[src/rtl/core/root_element_name_scanner_core_defines.svh]
// ----------------------------------------------------------------------------
// root name scanner assertion macros
// assertion wrappers used by the scanner front end, empty for synthesis
// ----------------------------------------------------------------------------
`ifndef ROOT_ELEMENT_NAME_SCANNER_CORE_DEFINES_SVH
`define ROOT_ELEMENT_NAME_SCANNER_CORE_DEFINES_SVH

`ifndef SYNTHESIS
`define RENS_ASSERT_IMPLY(lbl, clk_s, rst_s, ante, cons) \
  lbl: assert property (@(posedge clk_s) disable iff (rst_s) (ante) |-> (cons)) \
    else $error("rens assertion failed: same cycle implication");
`define RENS_ASSERT_NEXT(lbl, clk_s, rst_s, ante, cons) \
  lbl: assert property (@(posedge clk_s) disable iff (rst_s) (ante) |=> (cons)) \
    else $error("rens assertion failed: next cycle implication");
`else
`define RENS_ASSERT_IMPLY(lbl, clk_s, rst_s, ante, cons)
`define RENS_ASSERT_NEXT(lbl, clk_s, rst_s, ante, cons)
`endif

`endif

[src/rtl/core/rens_pkg.sv]
// ----------------------------------------------------------------------------
// root name scanner package
// shared constants, scan phases and the job record passed front to back
// ----------------------------------------------------------------------------
`timescale 1ns / 1ps
`default_nettype none

package rens_pkg;

  localparam int NAME_DEPTH_DEF = 32;
  localparam int NAME_DEPTH_MAX = 64;
  localparam int JOB_LEN_W      = $clog2(NAME_DEPTH_MAX + 1);
  localparam int CFG_DATA_W     = 6;

  // register indexes
  localparam logic CFG_FORMAT_JSON = 1'b0;
  localparam logic CFG_NAME_LIMIT  = 1'b1;

  localparam logic [CFG_DATA_W-1:0] NAME_LIMIT_RST = 6'd32;

  // status codes
  localparam logic [1:0] ST_OK       = 2'd0;
  localparam logic [1:0] ST_INVALID  = 2'd1;
  localparam logic [1:0] ST_OVERFLOW = 2'd2;

  // characters
  localparam logic [7:0] CH_NUL       = 8'h00;
  localparam logic [7:0] CH_BLANK_MAX = 8'd32;
  localparam logic [7:0] CH_LT        = 8'h3C;
  localparam logic [7:0] CH_GT        = 8'h3E;
  localparam logic [7:0] CH_QMARK     = 8'h3F;
  localparam logic [7:0] CH_LBRACE    = 8'h7B;
  localparam logic [7:0] CH_QUOTE     = 8'h22;

  typedef enum logic [3:0] {
    PH_LEAD,
    PH_LT0,
    PH_LTSP,
    PH_HDR,
    PH_MAINLEAD,
    PH_XNAME,
    PH_JQUOTE,
    PH_JNAME,
    PH_DONE
  } phase_t;

  // one result run: an error item, or a stored name plus terminator
  typedef struct packed {
    logic                 is_name;
    logic [1:0]           code;
    logic [JOB_LEN_W-1:0] len;
    logic                 bank;
  } job_t;

endpackage

`default_nettype wire

[src/rtl/core/rens_front.sv]
// ----------------------------------------------------------------------------
// root name scanner front end
// takes document bytes, tracks the scan phase, stores name bytes and queues
// one job per finished document
// ----------------------------------------------------------------------------
`timescale 1ns / 1ps
`default_nettype none

`include "root_element_name_scanner_core_defines.svh"

module rens_front #(
  parameter int NAME_DEPTH = rens_pkg::NAME_DEPTH_DEF
) (
  input  wire logic                            clk,
  input  wire logic                            rst,
  input  wire logic                            format_json,
  input  wire logic [rens_pkg::CFG_DATA_W-1:0] name_limit,
  input  wire logic                            in_valid,
  output logic                                 in_ready,
  input  wire logic [7:0]                      data_byte,
  input  wire logic                            has_byte,
  input  wire logic                            end_of_source,
  input  wire logic                            q_full,
  output logic                                 push,
  output rens_pkg::job_t                       push_job,
  output logic                                 mem_we,
  output logic [$clog2(NAME_DEPTH):0]          mem_waddr,
  output logic [7:0]                           mem_wdata,
  input  wire logic                            release_bank
);
  import rens_pkg::*;

  localparam int IDX_W = $clog2(NAME_DEPTH);
  localparam int LEN_W = $clog2(NAME_DEPTH + 1);
  localparam int CMP_W = (LEN_W > CFG_DATA_W) ? LEN_W : CFG_DATA_W;

  typedef enum logic [2:0] {
    ACT_NONE,
    ACT_STORE,
    ACT_FINISH,
    ACT_INVALID,
    ACT_OVERFLOW
  } act_t;

  phase_t           phase, phase_next, ph_byte;
  logic [LEN_W-1:0] name_length, name_length_next;
  logic             wr_bank;
  logic [1:0]       in_flight, in_flight_next;

  act_t             act;
  logic             accept;
  logic             blank;
  logic             at_limit;
  logic [CMP_W-1:0] lim_ext, depth_c, eff_lim;
  logic             store_en, job_en, job_name;
  logic [1:0]       job_code;

  function automatic act_t name_act(input logic [7:0] b, input logic [7:0] term,
                                    input logic full);
    act_t a;
    if (b == CH_NUL) begin
      a = ACT_NONE;
    end else if (b == term) begin
      a = full ? ACT_OVERFLOW : ACT_FINISH;
    end else begin
      a = full ? ACT_OVERFLOW : ACT_STORE;
    end
    return a;
  endfunction

  // both banks busy means the next name would overwrite one being sent
  assign in_ready = !q_full && (in_flight != 2'd2);
  assign accept   = in_valid && in_ready;

  assign blank    = (data_byte <= CH_BLANK_MAX);
  assign lim_ext  = CMP_W'(name_limit);
  assign depth_c  = CMP_W'(NAME_DEPTH);
  assign eff_lim  = (lim_ext < depth_c) ? lim_ext : depth_c;
  assign at_limit = (CMP_W'(name_length) >= eff_lim);

  // byte and end marker classification
  always_comb begin
    act     = ACT_NONE;
    ph_byte = phase;
    if (has_byte) begin
      unique case (phase)
        PH_LEAD: begin
          if (!blank) begin
            if (format_json) begin
              if (data_byte == CH_LBRACE) ph_byte = PH_JQUOTE;
              else act = ACT_INVALID;
            end else begin
              if (data_byte == CH_LT) ph_byte = PH_LT0;
              else act = ACT_INVALID;
            end
          end
        end
        PH_LT0: begin
          if (blank) begin
            ph_byte = PH_LTSP;
          end else if (data_byte == CH_QMARK) begin
            ph_byte = PH_HDR;
          end else begin
            ph_byte = PH_XNAME;
            act     = name_act(data_byte, CH_GT, at_limit);
          end
        end
        PH_LTSP: begin
          if (!blank) begin
            if (data_byte == CH_QMARK) ph_byte = PH_HDR;
            else if (data_byte == CH_LT) ph_byte = PH_XNAME;
            else act = ACT_INVALID;
          end
        end
        PH_HDR: begin
          if (data_byte == CH_GT) ph_byte = PH_MAINLEAD;
        end
        PH_MAINLEAD: begin
          if (!blank) begin
            if (data_byte == CH_LT) ph_byte = PH_XNAME;
            else act = ACT_INVALID;
          end
        end
        PH_XNAME: act = name_act(data_byte, CH_GT, at_limit);
        PH_JQUOTE: begin
          if (!blank) begin
            if (data_byte == CH_QUOTE) ph_byte = PH_JNAME;
            else act = ACT_INVALID;
          end
        end
        PH_JNAME: act = name_act(data_byte, CH_QUOTE, at_limit);
        PH_DONE: ;
        default: ;
      endcase
    end

    store_en = (act == ACT_STORE);
    job_name = (act == ACT_FINISH);
    job_en   = (act == ACT_FINISH) || (act == ACT_INVALID) || (act == ACT_OVERFLOW);
    job_code = (act == ACT_INVALID) ? ST_INVALID : ((act == ACT_OVERFLOW) ? ST_OVERFLOW : ST_OK);

    // end of document with no result yet
    if (end_of_source && !job_en) begin
      unique case (ph_byte)
        PH_DONE: ;
        PH_LT0, PH_XNAME, PH_JNAME: begin
          job_en   = 1'b1;
          job_code = ST_OVERFLOW;
        end
        default: begin
          job_en   = 1'b1;
          job_code = ST_INVALID;
        end
      endcase
    end
  end

  // next state
  always_comb begin
    phase_next       = phase;
    name_length_next = name_length;
    if (accept) begin
      if (end_of_source) begin
        phase_next       = PH_LEAD;
        name_length_next = '0;
      end else begin
        phase_next       = job_en ? PH_DONE : ph_byte;
        name_length_next = store_en ? name_length + LEN_W'(1) : name_length;
      end
    end
  end

  // outputs
  always_comb begin
    push             = accept && job_en;
    push_job.is_name = job_name;
    push_job.code    = job_code;
    push_job.len     = JOB_LEN_W'(name_length);
    push_job.bank    = wr_bank;
    mem_we           = accept && store_en;
    mem_waddr        = {wr_bank, name_length[IDX_W-1:0]};
    mem_wdata        = data_byte;
  end

  assign in_flight_next = in_flight + {1'b0, push && job_name} - {1'b0, release_bank};

  always_ff @(posedge clk) begin
    if (rst) begin
      phase       <= PH_LEAD;
      name_length <= '0;
      wr_bank     <= 1'b0;
      in_flight   <= 2'd0;
    end else begin
      phase       <= phase_next;
      name_length <= name_length_next;
      in_flight   <= in_flight_next;
      if (push && job_name) wr_bank <= !wr_bank;
    end
  end

  `RENS_ASSERT_IMPLY(a_push_room, clk, rst, push, !q_full)
  `RENS_ASSERT_IMPLY(a_store_in_range, clk, rst, mem_we, name_length < LEN_W'(NAME_DEPTH))
  `RENS_ASSERT_IMPLY(a_release_owned, clk, rst, release_bank, in_flight != 2'd0)
  `RENS_ASSERT_NEXT(a_both_banks_stall, clk, rst, in_flight == 2'd2 && !release_bank, !in_ready)

endmodule

`default_nettype wire

[src/rtl/core/rens_job_queue.sv]
// ----------------------------------------------------------------------------
// root name scanner job queue
// two entry queue of result jobs between front end and emitter
// ----------------------------------------------------------------------------
`timescale 1ns / 1ps
`default_nettype none

module rens_job_queue (
  input  wire logic           clk,
  input  wire logic           rst,
  input  wire logic           push,
  input  wire rens_pkg::job_t push_job,
  output logic                full,
  input  wire logic           pop,
  output logic                q_valid,
  output rens_pkg::job_t      q_job
);
  import rens_pkg::*;

  job_t       slot [2];
  logic       wp, rp;
  logic [1:0] count;

  assign full    = (count == 2'd2);
  assign q_valid = (count != 2'd0);
  assign q_job   = slot[rp];

  always_ff @(posedge clk) begin
    if (push) slot[wp] <= push_job;
  end

  always_ff @(posedge clk) begin
    if (rst) begin
      wp    <= 1'b0;
      rp    <= 1'b0;
      count <= 2'd0;
    end else begin
      if (push) wp <= !wp;
      if (pop) rp <= !rp;
      count <= count + {1'b0, push} - {1'b0, pop};
    end
  end

endmodule

`default_nettype wire

[src/rtl/core/rens_back.sv]
// ----------------------------------------------------------------------------
// root name scanner emitter
// holds the two-bank name memory and plays jobs out as result items
// ----------------------------------------------------------------------------
`timescale 1ns / 1ps
`default_nettype none

module rens_back #(
  parameter int NAME_DEPTH = rens_pkg::NAME_DEPTH_DEF
) (
  input  wire logic                   clk,
  input  wire logic                   rst,
  input  wire logic                   q_valid,
  input  wire rens_pkg::job_t         q_job,
  output logic                        pop,
  input  wire logic                   mem_we,
  input  wire logic [$clog2(NAME_DEPTH):0] mem_waddr,
  input  wire logic [7:0]             mem_wdata,
  output logic                        release_bank,
  output logic                        out_valid,
  input  wire logic                   out_ready,
  output logic [1:0]                  status,
  output logic [7:0]                  name_char,
  output logic                        run_last
);
  import rens_pkg::*;

  localparam int IDX_W     = $clog2(NAME_DEPTH);
  localparam int LEN_W     = $clog2(NAME_DEPTH + 1);
  localparam int MEM_DEPTH = 2 ** (IDX_W + 1);

  logic [7:0] name_mem [MEM_DEPTH];

  logic             cur_valid;
  job_t             cur_job;
  logic [LEN_W-1:0] idx, cur_len;
  logic             gen, gen_char, cur_finish;

  logic             s1_valid, s1_en, s1_is_char, s1_last;
  logic [1:0]       s1_status;
  logic [7:0]       mem_q;
  logic             s2_load;

  assign cur_len    = cur_job.len[LEN_W-1:0];
  assign s2_load    = s1_valid && (!out_valid || out_ready);
  assign s1_en      = !s1_valid || s2_load;
  assign gen        = cur_valid && s1_en;
  assign gen_char   = cur_job.is_name && (idx != cur_len);
  assign cur_finish = gen && !gen_char;
  assign pop        = q_valid && (!cur_valid || cur_finish);
  // all reads of the bank are issued once the terminator is generated
  assign release_bank = cur_finish && cur_job.is_name;

  always_ff @(posedge clk) begin
    if (mem_we) name_mem[mem_waddr] <= mem_wdata;
    if (gen && gen_char) mem_q <= name_mem[{cur_job.bank, idx[IDX_W-1:0]}];
  end

  // job sequencer
  always_ff @(posedge clk) begin
    if (rst) begin
      cur_valid <= 1'b0;
    end else if (pop) begin
      cur_valid <= 1'b1;
    end else if (cur_finish) begin
      cur_valid <= 1'b0;
    end
  end

  always_ff @(posedge clk) begin
    if (pop) begin
      cur_job <= q_job;
      idx     <= '0;
    end else if (gen && gen_char) begin
      idx <= idx + LEN_W'(1);
    end
  end

  // read stage
  always_ff @(posedge clk) begin
    if (rst) begin
      s1_valid <= 1'b0;
    end else if (s1_en) begin
      s1_valid <= gen;
    end
  end

  always_ff @(posedge clk) begin
    if (s1_en) begin
      s1_status  <= cur_job.is_name ? ST_OK : cur_job.code;
      s1_is_char <= gen_char;
      s1_last    <= !gen_char;
    end
  end

  // output register
  always_ff @(posedge clk) begin
    if (rst) begin
      out_valid <= 1'b0;
    end else if (s2_load) begin
      out_valid <= 1'b1;
    end else if (out_ready) begin
      out_valid <= 1'b0;
    end
  end

  always_ff @(posedge clk) begin
    if (s2_load) begin
      status    <= s1_status;
      name_char <= s1_is_char ? mem_q : CH_NUL;
      run_last  <= s1_last;
    end
  end

endmodule

`default_nettype wire

[src/rtl/core/root_element_name_scanner_core.sv]
// ----------------------------------------------------------------------------
// root name scanner core
// finds the root element name (xml) or first key (json) of a byte stream
// ----------------------------------------------------------------------------
//  channel   direction  handshake            payload
//  in        sink       in_valid / in_ready   data_byte, has_byte, end_of_source
//  out       source     out_valid / out_ready status, name_char, run_last
//  cfg       sink       cfg_we                cfg_index, cfg_data
//
// one input byte per cycle while in_ready is high; the phase update and name
// store write happen in the cycle the request is taken
// a name of n bytes plays out as n + 1 items, one per cycle while out_ready is
// high, through a read stage and the output register; the closing request's
// job first passes the two entry job queue and the job sequencer
// the name memory has two banks, so input stalls only while two names are
// still queued or playing out, or the two entry job queue is full
// synchronous reset; the name memory is not cleared, only written entries
// are ever read
`timescale 1ns / 1ps
`default_nettype none

module root_element_name_scanner_core #(
  parameter int NAME_DEPTH = rens_pkg::NAME_DEPTH_DEF
) (
  input  wire logic                            clk,
  input  wire logic                            rst,
  input  wire logic                            in_valid,
  output logic                                 in_ready,
  input  wire logic [7:0]                      data_byte,
  input  wire logic                            has_byte,
  input  wire logic                            end_of_source,
  output logic                                 out_valid,
  input  wire logic                            out_ready,
  output logic [1:0]                           status,
  output logic [7:0]                           name_char,
  output logic                                 run_last,
  input  wire logic                            cfg_we,
  input  wire logic                            cfg_index,
  input  wire logic [rens_pkg::CFG_DATA_W-1:0] cfg_data
);
  import rens_pkg::*;

  localparam int ADDR_W = $clog2(NAME_DEPTH) + 1;

  logic                  format_json;
  logic [CFG_DATA_W-1:0] name_limit;

  logic              q_full, q_valid, push, pop, release_bank;
  job_t              push_job, q_job;
  logic              mem_we;
  logic [ADDR_W-1:0] mem_waddr;
  logic [7:0]        mem_wdata;

  always_ff @(posedge clk) begin
    if (rst) begin
      format_json <= 1'b0;
      name_limit  <= NAME_LIMIT_RST;
    end else if (cfg_we) begin
      unique case (cfg_index)
        CFG_FORMAT_JSON: format_json <= cfg_data[0];
        CFG_NAME_LIMIT:  name_limit  <= cfg_data;
        default: ;
      endcase
    end
  end

  rens_front #(
    .NAME_DEPTH(NAME_DEPTH)
  ) u_front (
    .clk          (clk),
    .rst          (rst),
    .format_json  (format_json),
    .name_limit   (name_limit),
    .in_valid     (in_valid),
    .in_ready     (in_ready),
    .data_byte    (data_byte),
    .has_byte     (has_byte),
    .end_of_source(end_of_source),
    .q_full       (q_full),
    .push         (push),
    .push_job     (push_job),
    .mem_we       (mem_we),
    .mem_waddr    (mem_waddr),
    .mem_wdata    (mem_wdata),
    .release_bank (release_bank)
  );

  rens_job_queue u_queue (
    .clk     (clk),
    .rst     (rst),
    .push    (push),
    .push_job(push_job),
    .full    (q_full),
    .pop     (pop),
    .q_valid (q_valid),
    .q_job   (q_job)
  );

  rens_back #(
    .NAME_DEPTH(NAME_DEPTH)
  ) u_back (
    .clk         (clk),
    .rst         (rst),
    .q_valid     (q_valid),
    .q_job       (q_job),
    .pop         (pop),
    .mem_we      (mem_we),
    .mem_waddr   (mem_waddr),
    .mem_wdata   (mem_wdata),
    .release_bank(release_bank),
    .out_valid   (out_valid),
    .out_ready   (out_ready),
    .status      (status),
    .name_char   (name_char),
    .run_last    (run_last)
  );

endmodule

`default_nettype wire

[config.mk]
export PLATFORM = sky130hd
export DESIGN_NAME = root_element_name_scanner_core
export DESIGN_NICKNAME = d
export VERILOG_FILES = /design/src/rtl/core/rens_pkg.sv /design/src/rtl/core/rens_front.sv /design/src/rtl/core/rens_job_queue.sv /design/src/rtl/core/rens_back.sv /design/src/rtl/core/root_element_name_scanner_core.sv
export VERILOG_INCLUDE_DIRS = /design/src /design/src/rtl/core
export SDC_FILE = /design/constraint.sdc
export NUM_CORES = 1
export LEC_CHECK = 0
export BUFFER_PORTS_ARGS = -buffer_cell sky130_fd_sc_hd__buf_2
export CAP_MARGIN = 30
export CORE_ASPECT_RATIO = 1.1
export CORE_MARGIN = 2
export CORE_UTILIZATION = 38
export CTS_CLUSTER_SIZE = 8
export DETAILED_ROUTE_END_ITERATION = 6
export GPL_ROUTABILITY_DRIVEN = 0
export SLEW_MARGIN = 20
export SYNTH_ARGS = -nofsm -noshare
export SYNTH_HDL_FRONTEND = slang
export SYNTH_HIERARCHICAL = 1
export SYNTH_SLANG_ARGS = --single-unit
[constraint.sdc]
create_clock -name clk -period 4.3 [get_ports clk]
set_input_delay 0.86 -clock clk [delete_from_list [all_inputs] [get_ports clk]]
set_output_delay 0.86 -clock clk [all_outputs]
set_load 0.05 [all_outputs]
==> impl_metrics.xml <==
<?xml version="1.0" encoding="UTF-8"?>
<metrics>
  <group name="status">
    <metric name="outcome" unit="">finished, final reports clean</metric>
  </group>
  <group name="floorplan">
    <metric name="die-area" unit="um2">66300</metric>
    <metric name="die_h" unit="um">270</metric>
    <metric name="initial_utilization" unit="">0.384</metric>
    <metric name="row_count" unit="">97</metric>
    <metric name="die-width" unit="um">246</metric>
    <metric name="placeableCoreArea" unit="um2">63600</metric>
    <metric name="io-pin-count" unit="">35</metric>
  </group>
  <group name="layout">
    <metric name="multiInputGateArea" unit="um2">6180</metric>
    <metric name="register_area" unit="um2">17700</metric>
    <metric name="net_count_reported_at_finish" unit="">1482</metric>
    <metric name="drive_gt1_frac" unit="">0.224</metric>
    <metric name="flow.area_growth_from_synthesis" unit="%">14.1</metric>
    <metric name="antenna-diode-count" unit="">0</metric>
    <metric name="fill_cells" unit="">5528</metric>
    <metric name="post_layout_nonfiller_instances" unit="">2318</metric>
  </group>
  <group name="grt">
    <metric name="met3_track_utilization_from_global_routing" unit="">0.0340</metric>
    <metric name="globalRouteOverflowTotal" unit="">0</metric>
    <metric name="first_global_vias" unit="">13000</metric>
    <metric name="pin_count_of_the_biggest_net_entering_global_routing" unit="">67</metric>
    <metric name="groute.usage.overall" unit="">0.173</metric>
    <metric name="met1_demand_to_capacity_share_in_global_routing" unit="">0.238</metric>
    <metric name="top_usage_layer" unit="">met2</metric>
    <metric name="gr-usage-met2" unit="">0.277</metric>
    <metric name="grt_pass1_wl" unit="mm">84.8</metric>
    <metric name="antenna_found_initial" unit="">0</metric>
  </group>
  <group name="drt">
    <metric name="post-route-drc-count" unit="">0</metric>
    <metric name="drt.antenna.violating_nets" unit="">0</metric>
    <metric name="viasPerCell" unit="">5.53</metric>
    <metric name="detail_route.wl_per_cell" unit="um">24.4</metric>
    <metric name="detailedRoute.firstIterationViolations" unit="">1083</metric>
    <metric name="first_pass_iters" unit="">5</metric>
    <metric name="drt_wl_total" unit="mm">56.6</metric>
    <metric name="via_count" unit="">12800</metric>
  </group>
  <group name="sta">
    <metric name="setup_total_negative_slack" unit="ps">0</metric>
    <metric name="hold_ws" unit="ps">421</metric>
    <metric name="fmax" unit="GHz">0.263</metric>
    <metric name="grt_setup_unrepaired" unit="">false</metric>
    <metric name="slew_viol_final" unit="">0</metric>
    <metric name="tightest_slew" unit="ps">900</metric>
    <metric name="timing.final.setup_violations" unit="">0</metric>
    <metric name="maxSlewHeadroom" unit="">0.398</metric>
    <metric name="finalHoldViolCount" unit="">0</metric>
    <metric name="finClkSkew" unit="ps">27.4</metric>
    <metric name="timing.final.crit_share" unit="">0.883</metric>
    <metric name="final.min_clock_period" unit="ps">3800</metric>
  </group>
  <group name="synth">
    <metric name="ys_warn_count" unit="">6</metric>
    <metric name="synthesis.instances" unit="">1360</metric>
    <metric name="syn_area_cell" unit="um2">17.9</metric>
    <metric name="netlist_area" unit="um2">24400</metric>
    <metric name="postSynthNetCount" unit="">1394</metric>
  </group>
  <group name="critical_path">
    <metric name="critical_path.startpoint_type" unit="">register</metric>
    <metric name="data_required_time_at_the_worst_endpoint" unit="ps">4520</metric>
    <metric name="crit_path_top_delay_cell" unit="">nor2_1</metric>
    <metric name="slowest_stage_delay_on_critical_path" unit="ps">800</metric>
    <metric name="worstPathMaxFanout" unit="">8</metric>
    <metric name="worstPathArrival" unit="ps">4010</metric>
    <metric name="reg2regPathDepth" unit="">11</metric>
    <metric name="path_class" unit="">register to register</metric>
    <metric name="crit_chain" unit="">inv_1, nand2_1, ha_1, a21o_1, a21oi_1, o21a_1, nand4b_1, nor2_1, nor2b_1, nand2_1, nor2_1</metric>
    <metric name="endpoint_kind" unit="">register</metric>
  </group>
  <group name="place">
    <metric name="place.detailed.hpwl" unit="mm">34.6</metric>
    <metric name="io_buffers" unit="">34</metric>
    <metric name="dpl.cell_count" unit="">2203</metric>
  </group>
  <group name="power">
    <metric name="power_density_cells" unit="nW/um2">543</metric>
    <metric name="vdd_ir_drop_max" unit="uV">335</metric>
    <metric name="p_leak" unit="uW">0.00855</metric>
    <metric name="power_consumption" unit="uW">15100</metric>
  </group>
  <group name="clock_network">
    <metric name="cts-hold-fix-buffers" unit="">0</metric>
    <metric name="cts_post_setup_buffers_inserted" unit="">0</metric>
    <metric name="number_of_buffers_added_by_the_clock_tree_synthesis_step" unit="">84</metric>
    <metric name="ctsRootBufferMaster" unit="">clkbuf_16</metric>
    <metric name="cts.clk_slew.worst_paths" unit="ps">50</metric>
    <metric name="max-clock-path-buffers" unit="">3</metric>
    <metric name="number_of_h_tree_levels" unit="">3</metric>
    <metric name="cts_num_sinks" unit="">599</metric>
    <metric name="clock_latency" unit="ps">610</metric>
    <metric name="cts_tree" unit="">yes</metric>
    <metric name="post_cts.resized_instances" unit="">0</metric>
  </group>
  <group name="min_path">
    <metric name="worst_hold_path.num_cells" unit="">0</metric>
    <metric name="hold_class" unit="">register to register</metric>
  </group>
  <group name="flow_run">
    <metric name="maxCapViolations" unit="">0</metric>
  </group>
</metrics>
==> metal layers <==
layer	up-vias	share of wire
met3	69	0.065
met2	435	0.49
met5	-	0
met1	6707	0.42
li1	5611	-
met4	0	0.018
==> critical path: cells and delay by family, from the launching register on <==
family / cells / cell delay, ps
and+or+nand+nor: 6 / 2100
AOI/OAI and AO/OA: 3 / 550
DFF: 1 / 310
adders and majority gates: 1 / 300
buffers and inverters: 1 / 130
==> state kept, by name (all words and copies together), names as in the netlist, 2 cells and up, named ones only <==
name and cells:
u_back/name_char 8, u_back/cur_job 10, u_front/in_flight 2, u_back/idx 6
u_front/name_length 6, u_back/name_mem 512, u_front/phase 4, u_queue/slot 20
u_queue/count 2, u_back/s1_status 2, u_back/mem_q 8, name_limit 6
u_back/status 2
==> final timing paths <==
| path | startpoint | endpoint | slack, ps |
|---|---|---|---|
| worst max-delay path | name_limit[5] | u_back/name_mem[34][4] | 500 |
| worst min-delay path | u_back/s1_status[0] | u_back/status[0] | 420 |
| worst max register to register | name_limit[5] | u_back/name_mem[34][4] | 500 |
| worst min register to register | u_back/s1_status[0] | u_back/status[0] | 420 |
==> cell type report <==
type / count / share of cell area
well taps: 841 / 0.0378
flip-flops and latches: 599 / 0.634
inverters: 14 / 0.00189
clock buffers: 108 / 0.0787
clock inverters: 7 / 0.00382
repair buffers: 87 / 0.0218
multi-input cells: 662 / 0.222
==> power by group <==
| group | switching (uW) | internal (uW) |
|---|---|---|
| logic | 1320 | 1110 |
| clock network | 2330 | 3530 |
| registers | 208 | 6620 |
==> cell usage in the layout, fill, tap and decap left out, drive strengths merged, types with 12 or more instances in the layout <==
cell type / instances
and2: 16
nor2: 103
a22oi: 19
nand2b: 13
ha: 12
o22ai: 17
edfxtp: 565
buf: 87
mux2: 43
mux4: 94
dfxtp: 34
inv: 18
a211oi: 22
mux2i: 66
nand2: 44
o2111ai: 14
nor2b: 19
a21oi: 26
nand3: 16
xnor2: 15
clkbuf: 108
==> per-stage QoR <==
step                cell area [um2]  worst slack (ps)   util
global placement              25500               222  0.402
global route                  27800               231  0.438
finish                        27800               504  0.438
CTS                           27800               476  0.438
floorplan                     24400               764      -
detailed placement            25500               105  0.402
Note: power is estimated with default switching activity, not from simulation.
